<file path="src/hw/rtl/assert_macros.svh">
`ifndef ASSERT_MACROS_SVH
`define ASSERT_MACROS_SVH

// same-cycle implication, masked while reset is high
`define CHECK_IMPLY(label, clk, rst, ante, cons) \
   label: assert property (@(posedge clk) disable iff (rst) (ante) |-> (cons)) \
      else $error("same-cycle check failed");

// next-cycle implication, masked while reset is high
`define CHECK_NEXT(label, clk, rst, ante, cons) \
   label: assert property (@(posedge clk) disable iff (rst) (ante) |=> (cons)) \
      else $error("next-cycle check failed");

`endif

</file>
<file path="src/hw/rtl/mmat_pkg.sv">
package mmat_pkg;

   localparam int DATA_W  = 24;
   localparam int CHAN_W  = 4;
   localparam int TREND_W = 2;

   localparam logic [TREND_W-1:0] TREND_EQUAL = 2'd0;
   localparam logic [TREND_W-1:0] TREND_ROSE  = 2'd1;
   localparam logic [TREND_W-1:0] TREND_FELL  = 2'd2;

   localparam int QUEUE_DEPTH = 2;
   localparam int QPTR_W      = $clog2(QUEUE_DEPTH);
   localparam int QCNT_W      = QPTR_W + 1;

   typedef struct packed {
      logic [CHAN_W-1:0] channel;
      logic [DATA_W-1:0] sample;
      logic              bad;
   } item_type;

   typedef struct packed {
      logic [CHAN_W-1:0]  out_channel;
      logic [DATA_W-1:0]  out_sample;
      logic [TREND_W-1:0] sample_trend;
      logic [DATA_W-1:0]  average;
      logic [TREND_W-1:0] average_trend;
      logic               bad_channel;
   } result_type;

   function automatic logic [TREND_W-1:0] trend_of(input logic [DATA_W-1:0] now_v,
                                                   input logic [DATA_W-1:0] prev_v);
      logic [TREND_W-1:0] code;
      if (now_v > prev_v) begin
         code = TREND_ROSE;
      end else if (now_v < prev_v) begin
         code = TREND_FELL;
      end else begin
         code = TREND_EQUAL;
      end
      return code;
   endfunction

endpackage

</file>
<file path="src/hw/rtl/mmat_ram.sv">
module mmat_ram #(
   parameter int WIDTH = 8,
   parameter int DEPTH = 16
) (
   input  logic                                     clock,
   input  logic                                     we,
   input  logic [((DEPTH > 1) ? $clog2(DEPTH) : 1)-1:0] waddr,
   input  logic [WIDTH-1:0]                         wdata,
   input  logic                                     re,
   input  logic [((DEPTH > 1) ? $clog2(DEPTH) : 1)-1:0] raddr,
   output logic [WIDTH-1:0]                         rdata
);

   logic [WIDTH-1:0] mem [DEPTH];

   always_ff @(posedge clock) begin
      if (we) begin
         mem[waddr] <= wdata;
      end
      if (re) begin
         rdata <= mem[raddr];
      end
   end

endmodule

</file>
<file path="src/hw/rtl/mmat_front.sv">
module mmat_front import mmat_pkg::*; #(
   parameter int CHANNELS = 11
) (
   input  logic              clock,
   input  logic              reset,
   input  logic              req_valid,
   output logic              req_stall,
   input  logic [CHAN_W-1:0] req_channel,
   input  logic [DATA_W-1:0] req_sample,
   input  logic              q_full,
   output logic              q_push,
   output item_type          q_item
);

   logic     front_valid_ff, front_valid_in;
   item_type item_ff, item_in;
   logic     accept;

   assign req_stall = front_valid_ff && q_full;
   assign q_push    = front_valid_ff && !q_full;
   assign accept    = req_valid && !req_stall;
   assign q_item    = item_ff;

   always_comb begin
      front_valid_in = front_valid_ff;
      item_in        = item_ff;
      if (accept) begin
         front_valid_in  = 1'b1;
         item_in.channel = req_channel;
         item_in.sample  = req_sample;
         // flag channels past the last one; the back end leaves state alone for them
         item_in.bad     = 32'(req_channel) >= 32'(CHANNELS);
      end else if (q_push) begin
         front_valid_in = 1'b0;
      end
   end

   always_ff @(posedge clock) begin
      if (reset) begin
         front_valid_ff <= 1'b0;
      end else begin
         front_valid_ff <= front_valid_in;
      end
   end

   always_ff @(posedge clock) begin
      item_ff <= item_in;
   end

endmodule

</file>
<file path="src/hw/rtl/mmat_queue.sv">
module mmat_queue import mmat_pkg::*; (
   input  logic     clock,
   input  logic     reset,
   input  logic     push,
   input  item_type push_item,
   output logic     full,
   input  logic     pop,
   output logic     pop_valid,
   output item_type pop_item
);

   item_type            store_ff [QUEUE_DEPTH];
   logic [QPTR_W-1:0]   wr_ptr_ff, wr_ptr_in;
   logic [QPTR_W-1:0]   rd_ptr_ff, rd_ptr_in;
   logic [QCNT_W-1:0]   count_ff, count_in;

   assign full      = count_ff == QCNT_W'(QUEUE_DEPTH);
   assign pop_valid = count_ff != '0;
   assign pop_item  = store_ff[rd_ptr_ff];

   always_comb begin
      wr_ptr_in = push ? wr_ptr_ff + QPTR_W'(1) : wr_ptr_ff;
      rd_ptr_in = pop  ? rd_ptr_ff + QPTR_W'(1) : rd_ptr_ff;
      count_in  = count_ff;
      unique case ({push, pop})
         2'b10:   count_in = count_ff + QCNT_W'(1);
         2'b01:   count_in = count_ff - QCNT_W'(1);
         default: count_in = count_ff;
      endcase
   end

   always_ff @(posedge clock) begin
      if (reset) begin
         wr_ptr_ff <= '0;
         rd_ptr_ff <= '0;
         count_ff  <= '0;
      end else begin
         wr_ptr_ff <= wr_ptr_in;
         rd_ptr_ff <= rd_ptr_in;
         count_ff  <= count_in;
      end
   end

   always_ff @(posedge clock) begin
      if (push) begin
         store_ff[wr_ptr_ff] <= push_item;
      end
   end

endmodule

</file>
<file path="src/hw/rtl/mmat_back.sv">
module mmat_back import mmat_pkg::*; #(
   parameter int CHANNELS = 11,
   parameter int WINDOW   = 5,
   localparam int CH_W      = (CHANNELS > 1) ? $clog2(CHANNELS) : 1,
   localparam int FILL_W    = $clog2(WINDOW + 1),
   localparam int SLOT_W    = (WINDOW > 1) ? $clog2(WINDOW) : 1,
   localparam int SUM_W     = DATA_W + $clog2(WINDOW),
   localparam int ST_W      = 2 * DATA_W + SUM_W + SLOT_W + FILL_W,
   localparam int WIN_DEPTH = CHANNELS * WINDOW,
   localparam int WA_W      = (WIN_DEPTH > 1) ? $clog2(WIN_DEPTH) : 1
) (
   input  logic              clock,
   input  logic              reset,
   input  logic              q_valid,
   input  item_type          q_item,
   output logic              q_pop,
   output logic              st_re,
   output logic [CH_W-1:0]   st_raddr,
   input  logic [ST_W-1:0]   st_rdata,
   output logic              st_we,
   output logic [CH_W-1:0]   st_waddr,
   output logic [ST_W-1:0]   st_wdata,
   output logic              win_re,
   output logic [WA_W-1:0]   win_raddr,
   input  logic [DATA_W-1:0] win_rdata,
   output logic              win_we,
   output logic [WA_W-1:0]   win_waddr,
   output logic [DATA_W-1:0] win_wdata,
   output logic              rsp_valid,
   input  logic              rsp_stall,
   output result_type        rsp_data
);

   localparam int SLOT_CW = SLOT_W + 1;
   localparam int CNT_W   = $clog2(SUM_W);

   localparam logic [2:0] ST_IDLE  = 3'd0;
   localparam logic [2:0] ST_STATE = 3'd1;
   localparam logic [2:0] ST_WIN   = 3'd2;
   localparam logic [2:0] ST_DIV   = 3'd3;
   localparam logic [2:0] ST_DONE  = 3'd4;

   logic [2:0]          state_ff, state_in;
   logic [CHANNELS-1:0] ch_valid_ff, ch_valid_in;
   logic                rsp_valid_ff, rsp_valid_in;
   result_type          rsp_ff, rsp_in;

   item_type            item_ff, item_in;
   logic [CH_W-1:0]     ch_ff, ch_in;
   logic                live_ff, live_in;
   logic [FILL_W-1:0]   fill_ff, fill_in;
   logic [SLOT_W-1:0]   slot_ff, slot_in;
   logic [SUM_W-1:0]    sum_ff, sum_in;
   logic [DATA_W-1:0]   lsmp_ff, lsmp_in;
   logic [DATA_W-1:0]   lavg_ff, lavg_in;
   logic [WA_W-1:0]     waddr_ff, waddr_in;
   logic [FILL_W-1:0]   rem_ff, rem_in;
   logic [SUM_W-1:0]    quo_ff, quo_in;
   logic [CNT_W-1:0]    cnt_ff, cnt_in;

   logic [ST_W-1:0]     st_word;
   logic [FILL_W-1:0]   rd_fill;
   logic [SLOT_W-1:0]   rd_slot;
   logic [SLOT_W-1:0]   slot_clamp;
   logic [WA_W-1:0]     win_addr;
   logic                full;
   logic [DATA_W-1:0]   sub_v;
   logic [SUM_W-1:0]    sum_next;
   logic [FILL_W-1:0]   fill_next;
   logic [SLOT_CW-1:0]  slot_inc;
   logic [SLOT_W-1:0]   slot_next;
   logic [FILL_W:0]     trial;
   logic [FILL_W:0]     diff;
   logic                ge;
   logic [DATA_W-1:0]   mean;
   logic                out_free;

   assign rsp_valid = rsp_valid_ff;
   assign rsp_data  = rsp_ff;

   // state word: {last average, last sample, sum, slot, fill}; unwritten channels read as zero
   assign st_word    = live_ff ? st_rdata : '0;
   assign rd_fill    = st_word[FILL_W-1:0];
   assign rd_slot    = st_word[FILL_W +: SLOT_W];
   assign slot_clamp = ({1'b0, rd_slot} >= SLOT_CW'(WINDOW)) ? '0 : rd_slot;
   assign win_addr   = WA_W'(32'(ch_ff) * 32'(WINDOW) + 32'(slot_clamp));

   assign full      = fill_ff >= FILL_W'(WINDOW);
   assign sub_v     = full ? win_rdata : '0;
   assign sum_next  = sum_ff - SUM_W'(sub_v) + SUM_W'(item_ff.sample);
   assign fill_next = full ? FILL_W'(WINDOW) : fill_ff + FILL_W'(1);
   assign slot_inc  = {1'b0, slot_ff} + SLOT_CW'(1);
   assign slot_next = (slot_inc >= SLOT_CW'(WINDOW)) ? '0 : slot_inc[SLOT_W-1:0];

   // one quotient bit per cycle, divisor is the fill count
   assign trial = {rem_ff, quo_ff[SUM_W-1]};
   assign diff  = trial - {1'b0, fill_ff};
   assign ge    = trial >= {1'b0, fill_ff};
   assign mean  = quo_ff[DATA_W-1:0];

   assign out_free = !rsp_valid_ff || !rsp_stall;

   assign st_raddr  = CH_W'(q_item.channel);
   assign win_raddr = win_addr;
   assign win_waddr = waddr_ff;
   assign win_wdata = item_ff.sample;
   assign st_waddr  = ch_ff;
   assign st_wdata  = {mean, item_ff.sample, sum_ff, slot_ff, fill_ff};

   always_comb begin
      state_in     = state_ff;
      ch_valid_in  = ch_valid_ff;
      rsp_valid_in = rsp_valid_ff && rsp_stall;
      rsp_in       = rsp_ff;
      item_in      = item_ff;
      ch_in        = ch_ff;
      live_in      = live_ff;
      fill_in      = fill_ff;
      slot_in      = slot_ff;
      sum_in       = sum_ff;
      lsmp_in      = lsmp_ff;
      lavg_in      = lavg_ff;
      waddr_in     = waddr_ff;
      rem_in       = rem_ff;
      quo_in       = quo_ff;
      cnt_in       = cnt_ff;
      q_pop        = 1'b0;
      st_re        = 1'b0;
      st_we        = 1'b0;
      win_re       = 1'b0;
      win_we       = 1'b0;

      unique case (state_ff)
         ST_IDLE: begin
            if (q_valid) begin
               q_pop   = 1'b1;
               item_in = q_item;
               ch_in   = CH_W'(q_item.channel);
               if (q_item.bad) begin
                  state_in = ST_DONE;
               end else begin
                  st_re    = 1'b1;
                  live_in  = ch_valid_ff[CH_W'(q_item.channel)];
                  state_in = ST_STATE;
               end
            end
         end
         ST_STATE: begin
            fill_in  = rd_fill;
            slot_in  = slot_clamp;
            sum_in   = st_word[FILL_W + SLOT_W +: SUM_W];
            lsmp_in  = st_word[FILL_W + SLOT_W + SUM_W +: DATA_W];
            lavg_in  = st_word[ST_W-1 -: DATA_W];
            waddr_in = win_addr;
            win_re   = 1'b1;
            state_in = ST_WIN;
         end
         ST_WIN: begin
            // drop the oldest sample once the window is full, then add the new one
            sum_in   = sum_next;
            fill_in  = fill_next;
            slot_in  = slot_next;
            win_we   = 1'b1;
            rem_in   = '0;
            quo_in   = sum_next;
            cnt_in   = '0;
            state_in = ST_DIV;
         end
         ST_DIV: begin
            rem_in = ge ? diff[FILL_W-1:0] : trial[FILL_W-1:0];
            quo_in = {quo_ff[SUM_W-2:0], ge};
            cnt_in = cnt_ff + CNT_W'(1);
            if (cnt_ff == CNT_W'(SUM_W - 1)) begin
               state_in = ST_DONE;
            end
         end
         ST_DONE: begin
            if (out_free) begin
               rsp_valid_in        = 1'b1;
               rsp_in.out_channel  = item_ff.channel;
               rsp_in.out_sample   = item_ff.sample;
               rsp_in.bad_channel  = item_ff.bad;
               if (item_ff.bad) begin
                  rsp_in.sample_trend  = TREND_EQUAL;
                  rsp_in.average       = '0;
                  rsp_in.average_trend = TREND_EQUAL;
               end else begin
                  rsp_in.sample_trend  = trend_of(item_ff.sample, lsmp_ff);
                  rsp_in.average       = mean;
                  rsp_in.average_trend = trend_of(mean, lavg_ff);
                  st_we                = 1'b1;
                  ch_valid_in[ch_ff]   = 1'b1;
               end
               state_in = ST_IDLE;
            end
         end
         default: begin
            state_in = ST_IDLE;
         end
      endcase
   end

   always_ff @(posedge clock) begin
      if (reset) begin
         state_ff     <= ST_IDLE;
         ch_valid_ff  <= '0;
         rsp_valid_ff <= 1'b0;
      end else begin
         state_ff     <= state_in;
         ch_valid_ff  <= ch_valid_in;
         rsp_valid_ff <= rsp_valid_in;
      end
   end

   always_ff @(posedge clock) begin
      rsp_ff   <= rsp_in;
      item_ff  <= item_in;
      ch_ff    <= ch_in;
      live_ff  <= live_in;
      fill_ff  <= fill_in;
      slot_ff  <= slot_in;
      sum_ff   <= sum_in;
      lsmp_ff  <= lsmp_in;
      lavg_ff  <= lavg_in;
      waddr_ff <= waddr_in;
      rem_ff   <= rem_in;
      quo_ff   <= quo_in;
      cnt_ff   <= cnt_in;
   end

endmodule

</file>
<file path="src/hw/rtl/multichannel_moving_average_trend.sv">
// channel  dir  handshake             beat fields
// req      in   req_valid, req_stall  req_channel, req_sample
// rsp      out  rsp_valid, rsp_stall  rsp_out_channel, rsp_out_sample, rsp_sample_trend,
//                                     rsp_average, rsp_average_trend, rsp_bad_channel
//
// A valid channel steps through the back end's IDLE, STATE, WIN, DIV and DONE states,
// with the bit-per-cycle divider in DIV; a rejected channel goes from IDLE to DONE.
// The front register and a two-beat queue take new beats while the back end works.
// Reset clears the per-channel valid bits, so every channel starts with zero state; the
// window memory is not cleared. A stalled result holds in the output register until taken.
`include "assert_macros.svh"

module multichannel_moving_average_trend import mmat_pkg::*; #(
   parameter int CHANNELS = 11,
   parameter int WINDOW   = 5
) (
   input  logic               clock,
   input  logic               reset,
   input  logic               req_valid,
   output logic               req_stall,
   input  logic [CHAN_W-1:0]  req_channel,
   input  logic [DATA_W-1:0]  req_sample,
   output logic               rsp_valid,
   input  logic               rsp_stall,
   output logic [CHAN_W-1:0]  rsp_out_channel,
   output logic [DATA_W-1:0]  rsp_out_sample,
   output logic [TREND_W-1:0] rsp_sample_trend,
   output logic [DATA_W-1:0]  rsp_average,
   output logic [TREND_W-1:0] rsp_average_trend,
   output logic               rsp_bad_channel
);

   localparam int CH_W      = (CHANNELS > 1) ? $clog2(CHANNELS) : 1;
   localparam int FILL_W    = $clog2(WINDOW + 1);
   localparam int SLOT_W    = (WINDOW > 1) ? $clog2(WINDOW) : 1;
   localparam int SUM_W     = DATA_W + $clog2(WINDOW);
   localparam int ST_W      = 2 * DATA_W + SUM_W + SLOT_W + FILL_W;
   localparam int WIN_DEPTH = CHANNELS * WINDOW;
   localparam int WA_W      = (WIN_DEPTH > 1) ? $clog2(WIN_DEPTH) : 1;

   logic              q_full;
   logic              q_push;
   item_type          q_push_item;
   logic              q_pop;
   logic              q_valid;
   item_type          q_pop_item;
   logic              st_re, st_we;
   logic [CH_W-1:0]   st_raddr, st_waddr;
   logic [ST_W-1:0]   st_rdata, st_wdata;
   logic              win_re, win_we;
   logic [WA_W-1:0]   win_raddr, win_waddr;
   logic [DATA_W-1:0] win_rdata, win_wdata;
   result_type        rsp_data;
   logic              rsp_chan_out_of_range;
   logic              rsp_fields_zero;

   mmat_front #(.CHANNELS(CHANNELS)) u_front (
      .clock       (clock),
      .reset       (reset),
      .req_valid   (req_valid),
      .req_stall   (req_stall),
      .req_channel (req_channel),
      .req_sample  (req_sample),
      .q_full      (q_full),
      .q_push      (q_push),
      .q_item      (q_push_item)
   );

   mmat_queue u_queue (
      .clock     (clock),
      .reset     (reset),
      .push      (q_push),
      .push_item (q_push_item),
      .full      (q_full),
      .pop       (q_pop),
      .pop_valid (q_valid),
      .pop_item  (q_pop_item)
   );

   mmat_ram #(.WIDTH(ST_W), .DEPTH(CHANNELS)) u_state_ram (
      .clock (clock),
      .we    (st_we),
      .waddr (st_waddr),
      .wdata (st_wdata),
      .re    (st_re),
      .raddr (st_raddr),
      .rdata (st_rdata)
   );

   mmat_ram #(.WIDTH(DATA_W), .DEPTH(WIN_DEPTH)) u_window_ram (
      .clock (clock),
      .we    (win_we),
      .waddr (win_waddr),
      .wdata (win_wdata),
      .re    (win_re),
      .raddr (win_raddr),
      .rdata (win_rdata)
   );

   mmat_back #(.CHANNELS(CHANNELS), .WINDOW(WINDOW)) u_back (
      .clock     (clock),
      .reset     (reset),
      .q_valid   (q_valid),
      .q_item    (q_pop_item),
      .q_pop     (q_pop),
      .st_re     (st_re),
      .st_raddr  (st_raddr),
      .st_rdata  (st_rdata),
      .st_we     (st_we),
      .st_waddr  (st_waddr),
      .st_wdata  (st_wdata),
      .win_re    (win_re),
      .win_raddr (win_raddr),
      .win_rdata (win_rdata),
      .win_we    (win_we),
      .win_waddr (win_waddr),
      .win_wdata (win_wdata),
      .rsp_valid (rsp_valid),
      .rsp_stall (rsp_stall),
      .rsp_data  (rsp_data)
   );

   assign rsp_out_channel   = rsp_data.out_channel;
   assign rsp_out_sample    = rsp_data.out_sample;
   assign rsp_sample_trend  = rsp_data.sample_trend;
   assign rsp_average       = rsp_data.average;
   assign rsp_average_trend = rsp_data.average_trend;
   assign rsp_bad_channel   = rsp_data.bad_channel;

   assign rsp_chan_out_of_range = 32'(rsp_out_channel) >= 32'(CHANNELS);
   assign rsp_fields_zero       = (rsp_average == '0) && (rsp_sample_trend == TREND_EQUAL) &&
                                  (rsp_average_trend == TREND_EQUAL);

   `CHECK_IMPLY(a_push_not_full, clock, reset, q_push, !q_full)
   `CHECK_IMPLY(a_pop_has_beat, clock, reset, q_pop, q_valid)
   `CHECK_NEXT(a_push_fills_queue, clock, reset, q_push, q_valid)
   `CHECK_IMPLY(a_bad_flag_range, clock, reset, rsp_valid, rsp_bad_channel == rsp_chan_out_of_range)
   `CHECK_IMPLY(a_bad_zeroed, clock, reset, rsp_valid && rsp_bad_channel, rsp_fields_zero)

endmodule

</file>
<file path="config.mk">
export PLATFORM = sky130hd
export DESIGN_NAME = multichannel_moving_average_trend
export DESIGN_NICKNAME = d
export VERILOG_FILES = /design/src/hw/rtl/mmat_pkg.sv /design/src/hw/rtl/mmat_ram.sv /design/src/hw/rtl/mmat_front.sv /design/src/hw/rtl/mmat_queue.sv /design/src/hw/rtl/mmat_back.sv /design/src/hw/rtl/multichannel_moving_average_trend.sv
export VERILOG_INCLUDE_DIRS = /design/src /design/src/hw/rtl
export SDC_FILE = /design/constraint.sdc
export NUM_CORES = 2
export LEC_CHECK = 0
export BUFFER_PORTS_ARGS = -buffer_cell sky130_fd_sc_hd__buf_2
export CAP_MARGIN = 5
export CORE_ASPECT_RATIO = 1.1
export CORE_UTILIZATION = 24
export DETAILED_ROUTE_END_ITERATION = 6
export MAX_ROUTING_LAYER = met4
export PLACE_DENSITY = 0.43
export SETUP_SLACK_MARGIN = 0.15
export SLEW_MARGIN = 10
export SYNTH_ARGS = -nofsm -noshare
export SYNTH_HDL_FRONTEND = slang
export SYNTH_SLANG_ARGS = --single-unit
</file>
<file path="constraint.sdc">
create_clock -name clock -period 9.5 [get_ports clock]
set_input_delay 1.9 -clock clock [delete_from_list [all_inputs] [get_ports clock]]
set_output_delay 1.9 -clock clock [all_outputs]
set_load 0.1 [all_outputs]
</file>
# ---- Word level (Yosys, flattened, before mapping)
# Memories as Yosys holds them, arrays and structs flattened. A register that Yosys moved wholly into a read port is not among the register bits.
# Cells that the tools add are included.
dict set report word_totals {
  input_bits 32
  word_cells 143
  ramBits 2269
  regBits 258
  output_inout_bits 59
  n_memories 3
}
# name words word_bits read_ports rd_ports_with_merged_regs wr line_no
set mem_list {}
lappend mem_list {u_window_ram.mem 55 24 1 1 1 mmat_ram.sv:14} ;# logic [WIDTH-1:0] mem [DEPTH];
lappend mem_list {u_state_ram.mem 11 81 1 1 1 mmat_ram.sv:14}
lappend mem_list {u_queue.store_ff 2 29 1 1 1 mmat_queue.sv:12} ;# item_type store_ff [QUEUE_DEPTH];
dict set report op_classes {
  mul 1
  n_addsub 11
  order_cmp 12
  bitwise_logic 3
  n_mux 48
  n_reduce_logical 23
  n_eq_ne 11
}
# op n
set ops {}
lappend ops {{$pmux 27 s2} 2}
lappend ops {{$gt 24x24->1} 2}
lappend ops {{$lt 24x24->1} 2}
lappend ops {{$mux 33} 1}
lappend ops {{$add 27x24->27} 1}
lappend ops {{$sub 27x24->27} 1}
lappend ops {{$mux 1} 26}
lappend ops {{$mux 24} 1}
lappend ops {{$mux 3} 8}
lappend ops {{$pmux 3 s2} 3}
lappend ops {{$pmux 3 s5} 1}
lappend ops {{$or 11x11->11} 1}
lappend ops {{$lt 4x5->1 const B} 2}
lappend ops {{$pmux 5 s2} 1}
lappend ops {{$reduce_bool 2->1} 5}
lappend ops {{$reduce_and 3->1} 3}
lappend ops {{$add 6x3->6} 1}
lappend ops {{$eq 3x2->1 const B} 2}
lappend ops {{$ge 3x3->1 const B} 2}
lappend ops {{$mul 4x3->6 const B} 1}
lappend ops {{$add 5x1->5 const B} 1}
lappend ops {{$eq 5x5->1 const B} 1}
lappend ops {{$logic_and 1x1->1} 5}
lappend ops {{$add 3x1->4 const B} 1}
lappend ops {{other kinds (25)} 35}

# ---- Depth between registers and ports, before layout
dict set report depth {
  word_depth 6
  ltp_mapped 17
  ltp_nobuf 17
}

# ---- Hierarchy
# A second synthesis with hierarchy kept.
dict set report unflattened {
  cells_unflattened 5662
  hier_area_um2 105321.0
}
# module cells_each seq_area_each_um2 area_per_inst_um2 instances
set by_module_without_submodules {}
lappend by_module_without_submodules {{mmat_ram (u_window_ram)} 2342 40358.7 51480.6 1}
lappend by_module_without_submodules {{mmat_ram (u_state_ram)} 1918 29188.0 37224.5 1}
lappend by_module_without_submodules {mmat_back 1253 6576.3 13385.3 1}
lappend by_module_without_submodules {mmat_queue 112 1841.8 2293.4 1}
lappend by_module_without_submodules {mmat_front 37 890.9 937.1 1}

# ---- Worst setup path before layout
# OpenSTA, ideal clock, no wires.
dict set report synth_timing {
  path_kind {in2reg}
  from {in rsp_stall}
  to {mem u_state_ram.mem[1][0] (netlist name) (enable)}
  setup_time_ps 622
  cell_stages 4
  n_path_buf 0
  setup_slack_ps 622
  arrival_time_ps 8256
  required_time_ps 8878
  cell_sequence {nand2_1 -> or3b_1 -> or3_1 -> nor3_1}
}
dict set report synth_via {
  elab_chain_cells 6
}
# item line_no
set synth_lines {}
lappend synth_lines {{start, declared} multichannel_moving_average_trend.sv:24} ;# input logic rsp_stall,
lappend synth_lines {{$logic_not 1->1} mmat_back.sv:101} ;# assign out_free = !rsp_valid_ff || !rsp_stall;
lappend synth_lines {{$logic_or 1x1->1} mmat_back.sv:101}
lappend synth_lines {{$mux 1} mmat_back.sv:178} ;# if (out_free) begin
lappend synth_lines {{$mux 1} mmat_back.sv:133} ;# unique case (state_ff)
lappend synth_lines {{$mux 1} mmat_ram.sv:17} ;# if (we) begin
lappend synth_lines {{$mux 1 (implied by the code)} mmat_ram.sv:18} ;# mem[waddr] <= wdata;
lappend synth_lines {{end, declared} mmat_ram.sv:14}
# No other way between the ends.

# ---- Worst setup path in the final report
dict set report layout_timing {
  from {reg u_back.live_ff}
  to {reg u_window_ram.rdata[21], read port of u_window_ram.mem, data pin}
}
dict set report layout_via {
  elab_chain_cells 4
}
# item line_no
set layout_lines {}
lappend layout_lines {{start, declared} mmat_back.sv:50} ;# logic live_ff, live_in;
lappend layout_lines {{start signal, assigned} mmat_back.sv:219} ;# live_ff <= live_in;
lappend layout_lines {{$mux 33 (*)} mmat_back.sv:82} ;# assign st_word = live_ff ? st_rdata : '0;
lappend layout_lines {{$ge 3x3->1} mmat_back.sv:85} ;# assign slot_clamp = ({1'b0, rd_slot} >= SLOT_CW'(WINDOW)) ? '0 : rd_slot;
lappend layout_lines {{$mux 3 (*)} mmat_back.sv:85}
lappend layout_lines {{$add 6x3->6 (*)} mmat_back.sv:86} ;# assign win_addr = WA_W'(32'(ch_ff) * 32'(WINDOW) + 32'(slot_clamp));
lappend layout_lines {{end, declared} mmat_ram.sv:11} ;# output logic [WIDTH-1:0] rdata
# Every way passes the cells marked *; elsewhere a longest branch is shown, timed or not.
# A chain may end at the register's enable or synchronous reset.

==> flow_metrics.env <==
export IMPL_status="finished clean"
export IMPL_drive_gt1_share_pct=17.9
export IMPL_cellPowerDensity_nw_per_um2=325
export IMPL_drt_iter0_drc=5175
export IMPL_multiInputGateArea_um2=23400
export IMPL_yosysUniqueCellTypes=64
export IMPL_track_usage_pct=14.2
export IMPL_drt_pass1_iter_count=5
export IMPL_vias=55359
export IMPL_core_um2=429000
export IMPL_ioPinCount=91
export IMPL_finalSetupTns_ns=0
export IMPL_cts_hold_buf=0
export IMPL_areaGrowthSynthToFinish_pct=16.6
export IMPL_cts_resized=0
export IMPL_grt_max_degree=163
export IMPL_avgViaCountPerCell=4.53
export IMPL_final_period_utilization_pct=63.4
export IMPL_worstPathMaxFanout=40
export IMPL_synthCells=6045
export IMPL_slew_viol_final=0
export IMPL_die_y_um=692
export IMPL_crit_required_ns=10.08
export IMPL_fin_crit_ns=6.02
export IMPL_synth_edf_count=2612
export IMPL_cts_setup_buffers=0
export IMPL_cts_sinks=2633
export IMPL_ys_warn_count=0
export IMPL_final_common_cell="edfxtp_1"
export IMPL_antenna_left=0
export IMPL_synth_top_area_share_pct=75.6
export IMPL_h_tree_depth=5
export IMPL_ctsLongestPathBuffers=4
export IMPL_cts_root_buffer="clkbuf_16"
export IMPL_cp_startpoint="u_back.live_ff"
export IMPL_synth_seq_cells=2633
export IMPL_crit_path_start_kind="flip-flop"
export IMPL_cp_data_arrival_time_ns=6.61
export IMPL_place_worst_setup_slack_ns=3.30
export IMPL_seq_area_um2=78900
export IMPL_hold_path_class="reg2reg"
export IMPL_syn_area_um2=104000
export IMPL_final_cell_mix="2,612 x edfxtp_1, 910 x nand2_1, 385 x mux4_2, 300 x clkbuf_16, 283 x a21oi_1"
export IMPL_cts_tree="done"
export IMPL_fillers=42871
export IMPL_io_buffers=90
export IMPL_skew_ns=0.0555
export IMPL_holdCritStartpoint="u_front.q_item[1]"
export IMPL_tightest_slew_ns=1.24
export IMPL_wire_per_inst_um=25.2
export IMPL_worstReg2RegStart="u_back.live_ff"
export IMPL_cp_slowest_cell="fa_4"
export IMPL_clk_pin_slew_ns=0.06
export IMPL_rows=252
export IMPL_grt_overflow=0
export IMPL_rsz0062_at_grt="false"
export IMPL_end_kind="flip-flop"
export IMPL_crit_type="reg2reg"
export IMPL_power_leakage_uw=0.0388
export IMPL_grt_first_pass_wirelength_mm=434
export IMPL_drv_cap=0
export IMPL_synth_async_sr_flop_share_pct=0
export IMPL_synth_top_flop_cell="edfxtp_1"
export IMPL_timing_final_ws_setup_ns=3.48
export IMPL_yosysSeqAreaShare_pct=76.0
export IMPL_cts_made_buffers=294
export IMPL_yosys_top_cells_area="edfxtp_1 76%, mux4_2 8.4%, nand2_1 3.3%"
export IMPL_die_w_um=629
export IMPL_slew_headroom_pct=16.8
export IMPL_path_cells="buf_4 -> and3b_1 -> ha_4 -> ha_4 -> inv_1 -> fa_4 -> buf_4 -> mux4_2 -> and2_1 -> a211oi_1 -> a21oi_1"
export IMPL_drt_drc_violations_left=0
export IMPL_slowest_delay_ns=1.16
export IMPL_start_util_pct=24.2
export IMPL_fmax_mhz=166
export IMPL_grt_pass1_vias=56134
export IMPL_antenna_found_initial=18
export IMPL_synth_area_leader_cell="edfxtp_1"
export IMPL_syn_area_per_cell_um2=17.2
export IMPL_ir_worst_vdd_uv=371
export IMPL_setup_violations=0
export IMPL_wl_mm=308
export IMPL_clock_latency_ns=0.88
export IMPL_synth_nets=6199
export IMPL_dieArea_um2=435000
export IMPL_nets=6441
export IMPL_dpl_hpwl_mm=168
export IMPL_place_congestion=0.821
export IMPL_finalHoldViolations=0
-- where the power goes --
group	internal (uW)	total, uW	switching, uW
clock network	6200	10800	4640
registers	14600	15200	590
logic	4480	13400	8920
total	25200	39400	14100
-- per-layer routing --
layer	track usage, %	up-vias	share of wire (%)
met1	18.3	29530	43
met3	1.76	433	4.4
met4	3.46	0	2.5
met2	23.7	1437	50
li1	-	23959	-
met5	-	-	0
-- synthesized netlist by cell type (30+ instances only) --
cell type,count
and2_1,101
clkbuf_1,250
nand2_1,911
and3_1,89
a21oi_1,284
inv_1,168
nor2_1,177
o21ai_0,59
mux2i_1,54
ha_1,96
a311oi_1,82
mux4_2,385
a31oi_1,87
buf_2,30
edfxtp_1,2612
nor2b_1,37
nand3_1,211
a211oi_1,109
-- stage by stage --
| stage | std cells | utilization [%] | hold slack (ns) | area (um^2) | total power (uW) |
|---|---|---|---|---|---|
| after CTS | 12220 | 28.2 | 0.447 | 121000 | 40000 |
| final | 12224 | 28.2 | 0.445 | 121000 | 39400 |
| after global placement | 11703 | 26.1 | 0.426 | 112000 | 29000 |
| after detailed placement | 11705 | 26.1 | 0.434 | 112000 | 29100 |
| after global routing | 12221 | 28.2 | 0.454 | 121000 | 41100 |
| after floorplan | 6045 | - | 0.421 | 104000 | 23500 |
-- cells by family (layout without fill, tap and decap cells) --
family | Yosys count | in the layout | synth area share (%)
mux | 465 | 465 | 9.16
compound gates | 692 | 692 | 4.19
xor+xnor | 34 | 34 | 0.294
fa+ha+maj | 122 | 122 | 1.66
simple gates | 1594 | 1594 | 6.74
buf+inv | 505 | 966 | 2.00
other cells | 0 | 3 | 0
flops | 2633 | 2633 | 76.0
-- worst max-delay path: cells and delay by family (launching register included) --
kind / cells / cell delay, ns
flip-flops: 1 / 1.07
AND/OR/NAND/NOR: 2 / 0.54
buffers and inverters: 3 / 1.28
multiplexers: 1 / 0.42
AO/OA/AOI/OAI: 2 / 0.88
adder cells (fa/ha/maj): 3 / 1.45
-- layout make-up --
type                       instances  share of cell area [%]
inverter                         171                   0.547
clock inverter                   133                   0.898
clock buffer                     382                    6.47
tap                             5715                    5.91
timing repair buffer             280                    1.70
multi-input combinational       2907                    19.3
sequential                      2633                    65.1
antenna                            3                 0.00620
-- final timing paths --
check	endpoint	slack, ns	cells past startpoint
worst max-delay path	u_window_ram.rdata[21]	3.48	11
worst min-delay path	u_queue.store_ff[0][1]	0.44	0
worst max register to register	u_window_ram.rdata[21]	3.48	11
worst min register to register	u_queue.store_ff[0][1]	0.44	0
-- flip-flops by register name, summed over array words and instances, names as in the netlist, 5 cells and up, named ones only --
register	flops
u_front.q_item	29
u_back.lavg_ff	24
u_back.ch_valid_ff	11
u_back.lsmp_ff	24
u_back.cnt_ff	5
u_window_ram.mem	1320
u_window_ram.rdata	24
u_back.rsp_data	57
u_back.win_waddr	6
u_back.item_ff	5
u_back.quo_ff	27
u_back.sum_ff	27
u_queue.store_ff	58
u_back.win_wdata	24
u_state_ram.rdata	81
u_state_ram.mem	891
(Power assumes the default switching activity.)
